--- src/rtl/core/cddid_pkg.sv ---
package cddid_pkg;

    localparam int OFFSET_W = 19;
    localparam int SECS_W   = 13;
    localparam int HUND_W   = 7;
    localparam int DSUM_W   = 6;
    localparam int COUNT_W  = 8;
    localparam int CHK_W    = 8;
    localparam int LEN_W    = 16;

    localparam logic [OFFSET_W-1:0] RECIP_75  = 19'd447393;
    localparam int                   SHIFT_75  = 25;
    localparam logic [SECS_W-1:0]    RECIP_100 = 13'd5243;
    localparam int                   SHIFT_100 = 19;

    localparam logic [CHK_W-1:0]     CHECK_MOD = 8'd255;
    localparam logic [COUNT_W-1:0]   COUNT_MAX = 8'd255;

    function automatic logic [4:0] digit_sum_2(input logic [HUND_W-1:0] x);
        logic [3:0]        tens;
        logic [HUND_W-1:0] ones;
        tens = 4'd0;
        for (int t = 1; t < 10; t++) begin
            if (x >= HUND_W'(t * 10)) begin
                tens = 4'(t);
            end
        end
        ones = x - HUND_W'(tens) * HUND_W'(10);
        return 5'(tens) + 5'(ones);
    endfunction

endpackage

--- src/rtl/core/cd_disc_id_generator.sv ---
// The final track's item passes stage registers a, b, c and d; the disc ID then
// appears in the output register. Throughput: one item per cycle; the whole
// pipeline holds while a disc ID waits there and the sink is not ready.
// Reset: synchronous, active low; clears the checksum, first offset, track count
// and all stage valid flags.
module cd_disc_id_generator #(
    parameter int MAX_TRACKS = 99
) (
    input  logic        i_clk,
    input  logic        i_rst_n,
    input  logic        i_s_axis_tvalid,
    output logic        o_s_axis_tready,
    input  logic [39:0] i_s_axis_tdata,   // track_offset[18:0], leadout_offset[37:19]
    input  logic        i_s_axis_tlast,   // last_track
    output logic        o_m_axis_tvalid,
    input  logic        i_m_axis_tready,
    output logic [55:0] o_m_axis_tdata,   // disc_id[31:0], length_seconds[47:32],
                                          // track_count[55:48]
    output logic        o_m_axis_tuser    // error_flag
);
    import cddid_pkg::*;

    logic w_en;
    logic w_accept;

    logic [OFFSET_W-1:0] w_in_off;
    logic [OFFSET_W-1:0] w_in_lead;
    logic [OFFSET_W-1:0] n_first;
    logic [COUNT_W-1:0]  n_count;

    logic [OFFSET_W-1:0] r_first;
    logic [COUNT_W-1:0]  r_tracks;

    logic                r_a_valid;
    logic [OFFSET_W-1:0] r_a_off;
    logic [OFFSET_W-1:0] r_a_lead;
    logic [OFFSET_W-1:0] r_a_first;
    logic [COUNT_W-1:0]  r_a_count;
    logic                r_a_last;

    logic [2*OFFSET_W-1:0] w_secs_prod;

    logic                r_b_valid;
    logic [SECS_W-1:0]   r_b_secs;
    logic [OFFSET_W-1:0] r_b_diff;
    logic                r_b_err;
    logic [COUNT_W-1:0]  r_b_count;
    logic                r_b_last;

    logic [2*OFFSET_W-1:0] w_len_prod;

    logic                r_c_valid;
    logic [SECS_W-1:0]   r_c_len;
    logic                r_c_err;
    logic [COUNT_W-1:0]  r_c_count;
    logic                r_c_last;

    logic                r_d_valid;
    logic [SECS_W-1:0]   r_d_len;
    logic                r_d_err;
    logic [COUNT_W-1:0]  r_d_count;
    logic                r_d_last;
    logic [DSUM_W-1:0]   w_d_dsum;

    logic [CHK_W:0]      w_chk_sum;
    logic [CHK_W-1:0]    n_chk;
    logic [CHK_W-1:0]    r_chk;

    logic                r_out_valid;
    logic [CHK_W-1:0]    r_out_chk;
    logic [LEN_W-1:0]    r_out_len;
    logic [COUNT_W-1:0]  r_out_count;
    logic                r_out_err;

    assign w_en            = !r_out_valid || i_m_axis_tready;
    assign o_s_axis_tready = w_en;
    assign w_accept        = i_s_axis_tvalid && w_en;

    assign w_in_off  = i_s_axis_tdata[OFFSET_W-1:0];
    assign w_in_lead = i_s_axis_tdata[2*OFFSET_W-1:OFFSET_W];
    assign n_first   = (r_tracks == '0) ? w_in_off : r_first;
    assign n_count   = (r_tracks == COUNT_MAX) ? COUNT_MAX : r_tracks + COUNT_W'(1);

    always_ff @(posedge i_clk) begin
        if (!i_rst_n) begin
            r_first  <= '0;
            r_tracks <= '0;
        end else if (w_accept) begin
            if (i_s_axis_tlast) begin
                r_first  <= '0;
                r_tracks <= '0;
            end else begin
                r_first  <= n_first;
                r_tracks <= n_count;
            end
        end
    end

    assign w_secs_prod = (2*OFFSET_W)'(r_a_off) * (2*OFFSET_W)'(RECIP_75);
    assign w_len_prod  = (2*OFFSET_W)'(r_b_diff) * (2*OFFSET_W)'(RECIP_75);

    always_ff @(posedge i_clk) begin
        if (!i_rst_n) begin
            r_a_valid <= 1'b0;
            r_b_valid <= 1'b0;
            r_c_valid <= 1'b0;
            r_d_valid <= 1'b0;
        end else if (w_en) begin
            r_a_valid <= w_accept;
            r_b_valid <= r_a_valid;
            r_c_valid <= r_b_valid;
            r_d_valid <= r_c_valid;
        end
    end

    always_ff @(posedge i_clk) begin
        if (w_en) begin
            r_a_off   <= w_in_off;
            r_a_lead  <= w_in_lead;
            r_a_first <= n_first;
            r_a_count <= n_count;
            r_a_last  <= i_s_axis_tlast;

            r_b_secs  <= w_secs_prod[SHIFT_75 +: SECS_W];
            r_b_diff  <= r_a_lead - r_a_first;
            r_b_err   <= (r_a_lead < r_a_first) || (r_a_count > COUNT_W'(MAX_TRACKS));
            r_b_count <= r_a_count;
            r_b_last  <= r_a_last;

            r_c_len   <= r_b_err ? '0 : w_len_prod[SHIFT_75 +: SECS_W];
            r_c_err   <= r_b_err;
            r_c_count <= r_b_count;
            r_c_last  <= r_b_last;

            r_d_len   <= r_c_len;
            r_d_err   <= r_c_err;
            r_d_count <= r_c_count;
            r_d_last  <= r_c_last;
        end
    end

    cddid_digit_sum u_digit_sum (
        .i_clk  (i_clk),
        .i_en   (w_en),
        .i_secs (r_b_secs),
        .o_dsum (w_d_dsum)
    );

    assign w_chk_sum = (CHK_W+1)'(r_chk) + (CHK_W+1)'(w_d_dsum);
    assign n_chk     = (w_chk_sum >= (CHK_W+1)'(CHECK_MOD))
                     ? CHK_W'(w_chk_sum - (CHK_W+1)'(CHECK_MOD))
                     : w_chk_sum[CHK_W-1:0];

    always_ff @(posedge i_clk) begin
        if (!i_rst_n) begin
            r_chk       <= '0;
            r_out_valid <= 1'b0;
        end else if (w_en) begin
            r_out_valid <= r_d_valid && r_d_last;
            if (r_d_valid) begin
                r_chk <= r_d_last ? '0 : n_chk;
            end
        end
    end

    always_ff @(posedge i_clk) begin
        if (w_en && r_d_valid && r_d_last) begin
            r_out_chk   <= n_chk;
            r_out_len   <= LEN_W'(r_d_len);
            r_out_count <= r_d_count;
            r_out_err   <= r_d_err;
        end
    end

    assign o_m_axis_tvalid = r_out_valid;
    assign o_m_axis_tdata  = {r_out_count, r_out_len, r_out_chk, r_out_len, r_out_count};
    assign o_m_axis_tuser  = r_out_err;

`ifndef SYNTHESIS
    a_no_err_count_ok: assert property (@(posedge i_clk) disable iff (!i_rst_n)
        (o_m_axis_tvalid && !o_m_axis_tuser) |-> (r_out_count <= COUNT_W'(MAX_TRACKS)))
        else $error("disc ID without error flag exceeds track limit");

    a_err_len_zero: assert property (@(posedge i_clk) disable iff (!i_rst_n)
        (o_m_axis_tvalid && o_m_axis_tuser) |-> (r_out_len == '0))
        else $error("error flag set with nonzero length");

    a_disc_clears: assert property (@(posedge i_clk) disable iff (!i_rst_n)
        (w_accept && i_s_axis_tlast) |=> (r_tracks == '0 && r_first == '0))
        else $error("disc state not cleared after final track");

    a_chk_range: assert property (@(posedge i_clk) disable iff (!i_rst_n)
        r_chk != CHECK_MOD)
        else $error("checksum out of modulo range");
`endif

endmodule

--- src/rtl/core/cddid_digit_sum.sv ---
module cddid_digit_sum (
    input  logic       i_clk,
    input  logic       i_en,
    input  logic [12:0] i_secs,
    output logic [5:0]  o_dsum
);
    import cddid_pkg::*;

    logic [SECS_W-1:0]   r_secs;
    logic [HUND_W-1:0]   r_hund;
    logic [DSUM_W-1:0]   r_dsum;
    logic [2*SECS_W-1:0] w_hund_prod;
    logic [SECS_W-1:0]   w_lo_full;
    logic [DSUM_W-1:0]   n_dsum;

    assign w_hund_prod = (2*SECS_W)'(i_secs) * (2*SECS_W)'(RECIP_100);
    assign w_lo_full   = r_secs - SECS_W'(r_hund) * SECS_W'(100);
    assign n_dsum      = DSUM_W'(digit_sum_2(r_hund))
                       + DSUM_W'(digit_sum_2(w_lo_full[HUND_W-1:0]));

    always_ff @(posedge i_clk) begin
        if (i_en) begin
            r_secs <= i_secs;
            r_hund <= w_hund_prod[SHIFT_100 +: HUND_W];
            r_dsum <= n_dsum;
        end
    end

    assign o_dsum = r_dsum;

endmodule
--- config.mk ---
export PLATFORM = sky130hd
export DESIGN_NAME = cd_disc_id_generator
export DESIGN_NICKNAME = d
export VERILOG_FILES = /design/src/rtl/core/cddid_pkg.sv /design/src/rtl/core/cd_disc_id_generator.sv /design/src/rtl/core/cddid_digit_sum.sv
export SDC_FILE = /design/constraint.sdc
export NUM_CORES = 1
export LEC_CHECK = 0
export BUFFER_PORTS_ARGS = -buffer_cell sky130_fd_sc_hd__buf_2
export CORE_MARGIN = 2
export CORE_UTILIZATION = 50
export DETAILED_ROUTE_END_ITERATION = 8
export PLACE_DENSITY = 0.66
export SLEW_MARGIN = 10
export SYNTH_ARGS = -nofsm -noshare
export SYNTH_HDL_FRONTEND = slang
export SYNTH_SLANG_ARGS = --single-unit
--- constraint.sdc ---
create_clock -name i_clk -period 9.61 [get_ports i_clk]
set_input_delay 0 -clock i_clk [delete_from_list [all_inputs] [get_ports i_clk]]
set_output_delay 0 -clock i_clk [all_outputs]
set_load 0.005 [all_outputs]
==> metrics.yaml, run 1 <==
setup_path:
  rr_startpoint: "r_a_off[10]"
  cp_num_buf_inv: 2
  path_depth: 18
  critPathTopFamily: "adder cells"
  crit_chain: "fa_1 -> fa_1 -> inv_1 -> fa_1 -> fa_1 -> inv_1 -> fa_1 -> fa_1 -> ha_1 -> a211oi_1 -> o21ai_1 -> a211oi_2 -> o31ai_2 -> a221o_2 -> a221o_2 -> a211o_2 -> a21oi_2 -> xnor2_1"
  endpoint: "r_b_secs[11]"
  r2r-end: "r_b_secs[11]"
  cp_common_cell: "fa_1"
  cp_slowest_cell: "edfxtp_1"
  path_class: "flop to flop"
  cp_data_required_time_ns: 9.92
  cp.arrival_ns: 6.97
  cp-startpoint: "r_a_off[10]"
  endpoint_kind: "flop"
  start_kind: "flop"
  r2r_slack_ns: 2.96
  crit_fanout: 8
  max_stage_delay_ns: 0.72
  r2r_cells: 18
routing:
  num_vias: 14400
  firstDrtPassIters: 5
  wl_um: 43280
  viasPerCell: 5.111
  post-route-drc-count: 0
  final_antenna_net_count: 0
  wl_per_cell_um: 15.36
  drt_iter0_drc: 768
synth:
  synth_mux_area_frac: 0.01061
  ys_warn_count: 0
  syn_area_mm2: 0.02406
  synth-main-ff-cell: "edfxtp_1"
  seq_area_frac_synth: 0.2879
  synthTopCellsByArea: "edfxtp_1 25%, fa_1 25%, ha_1 22%"
  syn_area_per_cell_um2: 11.74
  synth_top_family_by_area: "adder cells"
  yosys.area_share.simple: 0.04420
  netlist.area_leader.share: 0.2546
  async_reset_ff_frac: 0
  synth_seq_cells: 244
  synth_common_cells: "474 x inv_1, 421 x ha_1, 303 x fa_1"
  synth.most_common_cell: "inv_1"
  synth_xor_area_frac: 0.03058
  synth_compound_area_frac: 0.07020
  ys_types: 68
  synth_top_area_cell: "edfxtp_1"
  synth_edf_count: 204
  synth_cells: 2050
  synth_adder_area_share: 0.4718
sta:
  min_period_over_period: 0.6924
  min_period_ns: 6.654
  max-slew-margin-rel: 0.2105
  tightest_slew_ns: 1.181
  skew_ns: 0.02103
  finalSetupTns_ns: 0
  setup_violations: 0
  fin_hold_ws_ns: 0.1555
  rsz0062_at_grt: "false"
  drv_slew: 0
  max_freq_ghz: 0.1503
  hold_viol: 0
placed_design:
  hpwl_um: 35940
  place_congestion: 0.8788
  io_buffers: 95
  placed_area_mm2: 0.02510
finish:
  final_cell_area_mm2: 0.02643
  drive_above_1_share: 0.08171
  seq_area_mm2: 0.006927
  multi_input_area_mm2: 0.01513
  n_antenna_cell: 0
  utilization: 0.5547
  area_growth_pct: 9.838
  fillers: 3944
  final_net_count: 2950
global_routing:
  antenna_found_initial: 0
  grt_pass1_vias: 15400
  grt_pass1_wl_um: 74450
  grt_overflow: 0
  track_usage: 0.1833
  grt_max_degree: 66
floorplan:
  dieArea_mm2: 0.04989
  core-area_mm2: 0.04765
  ios: 104
  initial_utilization: 0.5050
  die_x_um: 223.4
  fp.dieH_um: 223.4
  num_rows: 80
min_path:
  hp-start: "i_s_axis_tdata[22]"
  hp-class: "input pin to flop"
  hold_depth: 2
clock_tree:
  ctsResizeCount: 0
  cts_buffers: 28
  cts_tree: "built"
  post_cts_buffers: 0
  clock_latency_ns: 0.56
  clkSinkCount: 244
  clk_pin_slew_worst_paths_ns: 0.06
  cts-root-buf: "clkbuf_16"
  clockBufferDepth: 3
  cts_max_level: 1
outcome:
  status: "finished clean"
run:
  maxCapViolations: 0
cell type report:
class | count | share of cell area
well taps | 615 | 0.02912
repair buffers | 137 | 0.03371
flip-flops and latches | 244 | 0.2621
multi-input cells | 1296 | 0.5726
clock buffers | 37 | 0.02893
inverters | 474 | 0.06732
clock inverters | 15 | 0.006202
per-stage QoR:
| step | setup slack [ns] | cells |
|---|---|---|
| floorplan | 2.599 | 2055 |
| global placement | 2.873 | 2726 |
| detailed placement | 2.913 | 2726 |
| CTS | 2.885 | 2818 |
| global route | 2.614 | 2818 |
| finish | 2.956 | 2818 |
worst min-delay path by stage:
stage	slack, ns	endpoint
finish	0.16	r_a_lead[3]
detailed placement	0.18	r_a_lead[11]
CTS	0.13	r_a_lead[0]
global route	0.15	r_a_lead[11]
floorplan	0.1	r_a_last
global placement	0.18	r_a_lead[4]
sequential cells by signal (all words and copies together), names as in the netlist, 6 cells and up:
| signal | flops |
|---|---|
| r_d_len | 13 |
| r_first | 19 |
| r_out_count | 8 |
| r_b_diff | 19 |
| r_a_off | 19 |
| r_out_len | 13 |
| r_out_chk | 8 |
| r_b_secs | 13 |
| u_digit_sum.o_dsum | 6 |
| r_d_count | 8 |
| u_digit_sum.r_secs | 7 |
| r_a_count | 8 |
| r_a_lead | 19 |
| r_c_len | 13 |
| r_c_count | 8 |
| r_a_first | 19 |
| r_chk | 8 |
| u_digit_sum.r_hund | 7 |
| r_b_count | 8 |
| r_tracks | 8 |
repair_timing:
action / CTS / global route
endpoints found under the hold margin: 81 / 0
hold buffers: 40 / 0
endpoints found under the setup margin: 0 / 0
worst register-to-register path: cells and delay by family (launching register included):
family	cells	cell delay (ns)
fa+ha+maj	7	3.33
flops	1	0.72
xor+xnor	1	0.07
compound gates	8	2.19
buf+inv	2	0.10
cell families (layout without fill, tap and decap cells):
| logic type | Yosys count | in the layout |
|---|---|---|
| muxes | 23 | 23 |
| buffers and inverters | 515 | 663 |
| other | 1 | 6 |
| adders and majority gates | 726 | 726 |
| xor gates and xnor gates | 84 | 84 |
| DFF | 244 | 244 |
| AOI/OAI and AO/OA | 243 | 243 |
| and+or+nand+nor | 214 | 214 |
layout by cell type (no fill, tap or decap), drive strengths merged, types with 9 or more instances in the layout:
cell type | Yosys | routed
a211oi | 9 | 9
dlygate4sd3 | 0 | 40
and3 | 10 | 10
nand3 | 17 | 17
xor2 | 22 | 22
o21ai | 36 | 36
inv | 474 | 477
a21o | 24 | 24
nand4 | 9 | 9
nor2 | 61 | 61
a22oi | 28 | 28
o21a | 18 | 18
a21oi | 63 | 63
mux2 | 20 | 20
dfxtp | 40 | 40
nor3 | 13 | 13
ha | 421 | 421
fa | 303 | 303
nand2b | 9 | 9
buf | 27 | 97
nand2 | 40 | 40
clkbuf | 14 | 37
xnor2 | 62 | 62
nor2b | 36 | 36
edfxtp | 204 | 204
per-layer routing:
| metal | GRT usage | wire length [um] | vias up |
|---|---|---|---|
| met2 | 0.3095 | 20470 | 249 |
| li1 | - | - | 7035 |
| met1 | 0.2548 | 20220 | 7067 |
| met5 | 0 | 0 | - |
| met3 | 0.02344 | 1769 | 52 |
| met4 | 0.03957 | 823 | 0 |
Power of run 1 is left out: the tool's default activity adds up to more than one toggle a clock period on the data nets, which glitch-free logic cannot reach.
==> run 2: changes to the inputs <==
==> constraint.sdc (replaced) <==
create_clock -name i_clk -period 6.6 [get_ports i_clk]
set_input_delay 0 -clock i_clk [delete_from_list [all_inputs] [get_ports i_clk]]
set_output_delay 0 -clock i_clk [all_outputs]
set_load 0.005 [all_outputs]
==> run 2 against run 1 <==
Compared with the run above:
- critical path type unchanged
- largest cell class unchanged
- highest routed layer unchanged
- flip-flop and latch count unchanged
- fmax up 5.8%
- setup slack worse by 2.6 ns
- cell count up 1.3%
==> metrics.yaml, run 2 (synthesized netlist as in run 1, its figures left out) <==
outcome:
  status: "finished clean"
placed_design:
  place_inst: 2747  # +0.77%
  io_buffers: 95  # unchanged
  hpwl_um: 36670  # +2.0%
  place_congestion: 0.8925  # +1.6%
  pre_cts_ws_ns: 0.1998  # -2.713 ns
routing:
  viasPerCell: 5.093  # -0.35%
  wl_per_cell_um: 15.55  # +1.2%
  firstDrtPassIters: 5  # unchanged
  final_antenna_net_count: 0  # unchanged
  post-route-drc-count: 0  # unchanged
  wl_um: 44380  # +2.5%
  drt_iter0_drc: 738  # -3.9%
  num_vias: 14540  # +0.96%
sta:
  skew_ns: 0.03059  # +0.009558 ns
  setup_violations: 0  # unchanged
  rsz0062_at_grt: "false"
  min_period_over_period: 0.9529  # +0.2605
  drv_slew: 0  # unchanged
  max_freq_ghz: 0.1590  # +5.8%
  postLayoutSetupSlackWorst_ns: 0.3109  # -2.645 ns
  tightest_slew_ns: 1.109  # -0.07268 ns
  finalSetupTns_ns: 0  # unchanged
  hold_viol: 0  # unchanged
  min_period_ns: 6.289  # -0.3650 ns
  max-slew-margin-rel: 0.2588  # +0.04829
floorplan:
  dieArea_mm2: 0.04989  # unchanged
  ios: 104  # unchanged
  initial_utilization: 0.5050  # unchanged
  num_rows: 80  # unchanged
  die_x_um: 223.4  # unchanged
  fp.dieH_um: 223.4  # unchanged
  core-area_mm2: 0.04765  # unchanged
setup_path:
  start_kind: "flop"
  r2r_slack_ns: 0.31  # -2.65 ns
  cp_slowest_cell: "fa_1"
  max_stage_delay_ns: 0.55  # -0.17 ns
  crit_fanout: 6  # -2
  r2r-end: "r_b_secs[11]"
  rr_startpoint: "r_a_off[1]"
  cp_data_required_time_ns: 6.92  # -3.00 ns
  endpoint_kind: "flop"
  crit_chain: "ha_1 -> inv_1 -> fa_1 -> fa_1 -> fa_1 -> inv_1 -> fa_1 -> fa_1 -> ha_1 -> a211oi_1 -> o21ai_1 -> a211oi_2 -> o31ai_2 -> a221o_2 -> a221o_2 -> a211o_2 -> a21oi_2 -> xnor2_1"
  path_class: "flop to flop"
  cp.arrival_ns: 6.61  # -0.36 ns
  critPathTopFamily: "adder cells"
  r2r_cells: 18  # unchanged
  cp_common_cell: "fa_1"
  cp_num_buf_inv: 2  # unchanged
finish:
  drive_above_1_share: 0.09509  # +0.01338
  n_antenna_cell: 0  # unchanged
  final_cell_mix: "474 x inv_1, 421 x ha_1, 303 x fa_1"
  final_cells: 2855  # +1.3%
  final_common_cell: "inv_1"
  area_growth_pct: 11.16
  final_net_count: 2986  # +1.2%
  utilization: 0.5614  # +0.006696
clock_tree:
  clkSinkCount: 244  # unchanged
  clk_pin_slew_worst_paths_ns: 0.06  # about the same
  clockBufferDepth: 3  # unchanged
  cts_tree: "built"
  cts_buffers: 29  # +3.6%
  clock_latency_ns: 0.57  # about the same
  cts-root-buf: "clkbuf_16"
  cts_max_level: 1  # unchanged
global_routing:
  grt_overflow: 0  # unchanged
  grt_pass1_wl_um: 75290  # +1.1%
  track_usage: 0.1856  # +0.002355
  grt_max_degree: 182  # +180%
  antenna_found_initial: 0  # unchanged
  grt_pass1_vias: 15570  # +1.1%
min_path:
  min_delay_worst_endpoint: "r_a_valid"
  hp-start: "i_s_axis_tvalid"
  hp-class: "input pin to flop"
  hold_depth: 5  # +3
run:
  maxCapViolations: 0  # unchanged
==> run 2: changes by cell type in the layout (fill, tap and decap cells not counted), moves of 2 or more <==
| cell | previous run | this run |
|---|---|---|
| clkinvlp_4 | 4 | 2 |
| clkinv_2 | 2 | 4 |
| buf_4 | 2 | 34 |
| clkbuf_8 | 3 | 1 |
| clkinv_4 | 2 | 0 |
| clkinv_1 | 1 | 4 |
| dlygate4sd3_1 | 40 | 42 |
| bufinv_16 | 2 | 4 |
| inv_6 | 3 | 5 |
==> run 2: routing by layer <==
metal	GRT usage	vias to the layer above	share of wire
met5	0	-	0
met4	0.03548	0	0.018
met3	0.02647	51	0.042
met2	0.3216	243	0.48
met1	0.2510	7146	0.46
li1	-	7101	-
==> run 2: worst register-to-register path, cell delays in order, from the launching register on <==
cell	delay, ns
edfxtp_1	0.54
ha_1	0.38
inv_1	0.06
fa_1	0.50
fa_1	0.55
fa_1	0.55
inv_1	0.05
fa_1	0.50
fa_1	0.49
ha_1	0.32
a211oi_1	0.22
o21ai_1	0.14
a211oi_2	0.22
o31ai_2	0.13
a221o_2	0.39
a221o_2	0.44
a211o_2	0.33
a21oi_2	0.15
xnor2_1	0.07
==> run 2: worst max path at each step <==
stage            startpoint      endpoint  slack (ns)  cells past startpoint
2_1_floorplan   r_a_off[10]  r_b_secs[11]        0.50                     18
3_3_place_gp   r_b_diff[11]   r_c_len[11]        0.32                     18
3_5_place_dp   r_b_diff[11]   r_c_len[11]        0.20                     18
4_1_cts        r_b_diff[11]   r_c_len[11]        0.16                     18
5_1_grt          r_a_off[1]  r_b_secs[11]        0.02                     18
6_report         r_a_off[1]  r_b_secs[11]        0.31                     18
==> run 2: through the flow <==
stage          hold WS, ns  instance area, um2
2_1_floorplan      0.09887               24080
3_3_place_gp        0.1775               25270
3_5_place_dp        0.1788               25270
4_1_cts             0.1026               26660
5_1_grt             0.1314               26750
6_report            0.1133               26750
==> run 2: cell type report <==
cell class	count	area, um2
clock inverters	19	214.0
flip-flops and latches	244	6927
inverters	474	1779
multi-input cells	1296	15130
repair buffers	172	1171
fillers	3930	20900
well taps	615	769.5
clock buffers	35	758.2
==> run 2: repair_timing <==
action | in CTS | in global routing
buffers inserted | 0 | 12
endpoints found under the hold margin | 79 | 0
hold buffers | 42 | 0
resized for setup | 0 | 1
endpoints found under the setup margin | 0 | 2
Power of run 2 is left out for the same reason.
==> run 3: changes to the inputs <==
==> constraint.sdc (replaced) <==
create_clock -name i_clk -period 6.6 [get_ports i_clk]
set_input_delay 0 -clock i_clk [delete_from_list [all_inputs] [get_ports i_clk]]
set_output_delay 0 -clock i_clk [all_outputs]
set_load 0.1 [all_outputs]
==> run 3 against run 2 <==
Compared with the run above:
- fmax decreased by 0.44%
- setup slack got worse by 0.028 ns
- clock skew decreased by 0.014 ns
- clock-buffer cell count decreased by 4
- core utilization decreased by 0.14 points
- global-route usage increased by 0.29 points
- worst hold slack got worse by 0.031 ns
- die area unchanged
- flip-flop and latch count unchanged
- first-iteration DRC count decreased by 12%
- largest cell class unchanged
==> metrics.yaml, run 3 (synthesized netlist as in run 1, its figures left out) <==
routing:
  firstDrtPassIters: 5  # unchanged
  wl_um: 44690  # +0.70%
  viasPerCell: 5.112  # +0.37%
  drt_iter0_drc: 646  # -12%
  post-route-drc-count: 0  # unchanged
  final_antenna_net_count: 0  # unchanged
  wl_per_cell_um: 15.72  # +1.1%
  num_vias: 14540  # -0.014%
setup_path:
  cp_common_cell: "fa_1"
  max_stage_delay_ns: 0.60  # +0.05 ns
  path_class: "flop to flop"
  crit_fanout: 8  # +2
  critPathTopFamily: "adder cells"
  cp_data_required_time_ns: 6.91  # about the same
  cp_slowest_cell: "edfxtp_1"
  start_kind: "flop"
  endpoint_kind: "flop"
  cp_num_buf_inv: 2  # unchanged
  cp.arrival_ns: 6.63  # +0.02 ns
  crit_chain: "fa_1 -> fa_1 -> inv_1 -> fa_1 -> inv_1 -> fa_1 -> fa_1 -> fa_1 -> ha_1 -> a21o_1 -> a21oi_1 -> o21ai_0 -> o2111a_1 -> a22o_1 -> a221oi_2 -> o21ai_0 -> a211o_1 -> o211a_1"
clock_tree:
  clockBufferDepth: 3  # unchanged
  clock_latency_ns: 0.57  # about the same
  cts_max_level: 1  # unchanged
  clk_pin_slew_worst_paths_ns: 0.06  # about the same
  cts_buffers: 28  # -3.4%
  cts_tree: "built"
  clkSinkCount: 244  # unchanged
  cts-root-buf: "clkbuf_16"
floorplan:
  core-area_mm2: 0.04765  # unchanged
  ios: 104  # unchanged
  die_x_um: 223.4  # unchanged
  initial_utilization: 0.5050  # unchanged
  num_rows: 80  # unchanged
  dieArea_mm2: 0.04989  # unchanged
  fp.dieH_um: 223.4  # unchanged
global_routing:
  grt_pass1_vias: 15600  # +0.19%
  antenna_found_initial: 0  # unchanged
  track_usage: 0.1885  # +0.002910
  grt_pass1_wl_um: 76040  # +0.99%
  grt_max_degree: 184  # +1.1%
  grt_overflow: 0  # unchanged
sta:
  drv_slew: 0  # unchanged
  max_freq_ghz: 0.1583  # -0.44%
  max-slew-margin-rel: 0.2497  # -0.009160
  min_period_over_period: 0.9571  # +0.004201
  min_period_ns: 6.317  # +0.02773 ns
  finalSetupTns_ns: 0  # unchanged
  tightest_slew_ns: 1.122  # +0.01370 ns
  hold_viol: 0  # unchanged
  skew_ns: 0.01639  # -0.01420 ns
  rsz0062_at_grt: "false"
  setup_violations: 0  # unchanged
finish:
  area_growth_pct: 10.88
  final_net_count: 2976  # -0.33%
  final_cell_mix: "474 x inv_1, 421 x ha_1, 303 x fa_1"
  final_common_cell: "inv_1"
  n_antenna_cell: 0  # unchanged
  drive_above_1_share: 0.09466  # -0.0004280
outcome:
  status: "finished clean"
placed_design:
  io_buffers: 95  # unchanged
  place_congestion: 0.8923  # about the same
  hpwl_um: 36900  # +0.63%
run:
  maxCapViolations: 0  # unchanged
min_path:
  hp-class: "input pin to flop"
run 3: cell count changes in the layout (fill, tap and decap cells not counted), sizes merged:
cell | previous run | this run
buf | 130 | 123
clkinv | 8 | 13
clkbuf | 35 | 31
dlygate4sd3 | 42 | 40
bufinv | 4 | 3
clkinvlp | 2 | 1
inv | 479 | 478
run 3: final timing paths:
| check | end | slack, ns | cells past startpoint | from |
|---|---|---|---|---|
| hold reg to reg | r_d_count[4] | 0.42 | 0 | r_c_count[4] |
| setup / recovery | r_c_len[11] | 0.28 | 18 | r_b_diff[9] |
| setup reg to reg | r_c_len[11] | 0.28 | 18 | r_b_diff[9] |
| hold / removal | r_a_valid | 0.08 | 5 | i_s_axis_tvalid |
run 3: cell type report:
cell class,instances,area [um2]
well taps,615,769.5
clock inverters,21,232.7
flip-flops and latches,244,6927
clock buffers,31,743.2
fillers,4015,20970
inverters,474,1779
repair buffers,163,1099
multi-input cells,1296,15130
run 3: metrics by stage:
| stage | hold WS [ns] | cell area, um2 | std cells | setup WS [ns] | utilization |
|---|---|---|---|---|---|
| 5_1_grt | 0.1269 | 26680 | 2844 | 0.0001799 | 0.5600 |
| 2_1_floorplan | 0.09887 | 24080 | 2055 | 0.5016 | - |
| 3_5_place_dp | 0.1783 | 25270 | 2747 | 0.2185 | 0.5303 |
| 3_3_place_gp | 0.1775 | 25270 | 2747 | 0.3190 | 0.5303 |
| 6_report | 0.08246 | 26680 | 2844 | 0.2831 | 0.5600 |
| 4_1_cts | 0.07641 | 26640 | 2839 | 0.2020 | 0.5592 |
run 3: metal layers:
metal  routed length, um  track usage  vias to the layer above
met4                 917      0.04129                        0
met1               20130       0.2523                     7107
met3                2137      0.02871                       63
met2               21510       0.3258                      290
met5                   0            0                        -
li1                    -            -                     7079
run 3: what timing repair did:
item                                    4_1_cts  5_1_grt
endpoints found under the hold margin        82        0
gates resized for setup                       0        0
hold buffers                                 40        0
endpoints found under the setup margin        0        1
setup buffers                                 0        5
run 3: worst min-delay path, cell delays in order:
cell	delay, ns
buf_2	0.10
nand2_1	0.05
buf_4	0.23
o21ai_0	0.11
and2_1	0.12
Power of run 3 is left out for the same reason.
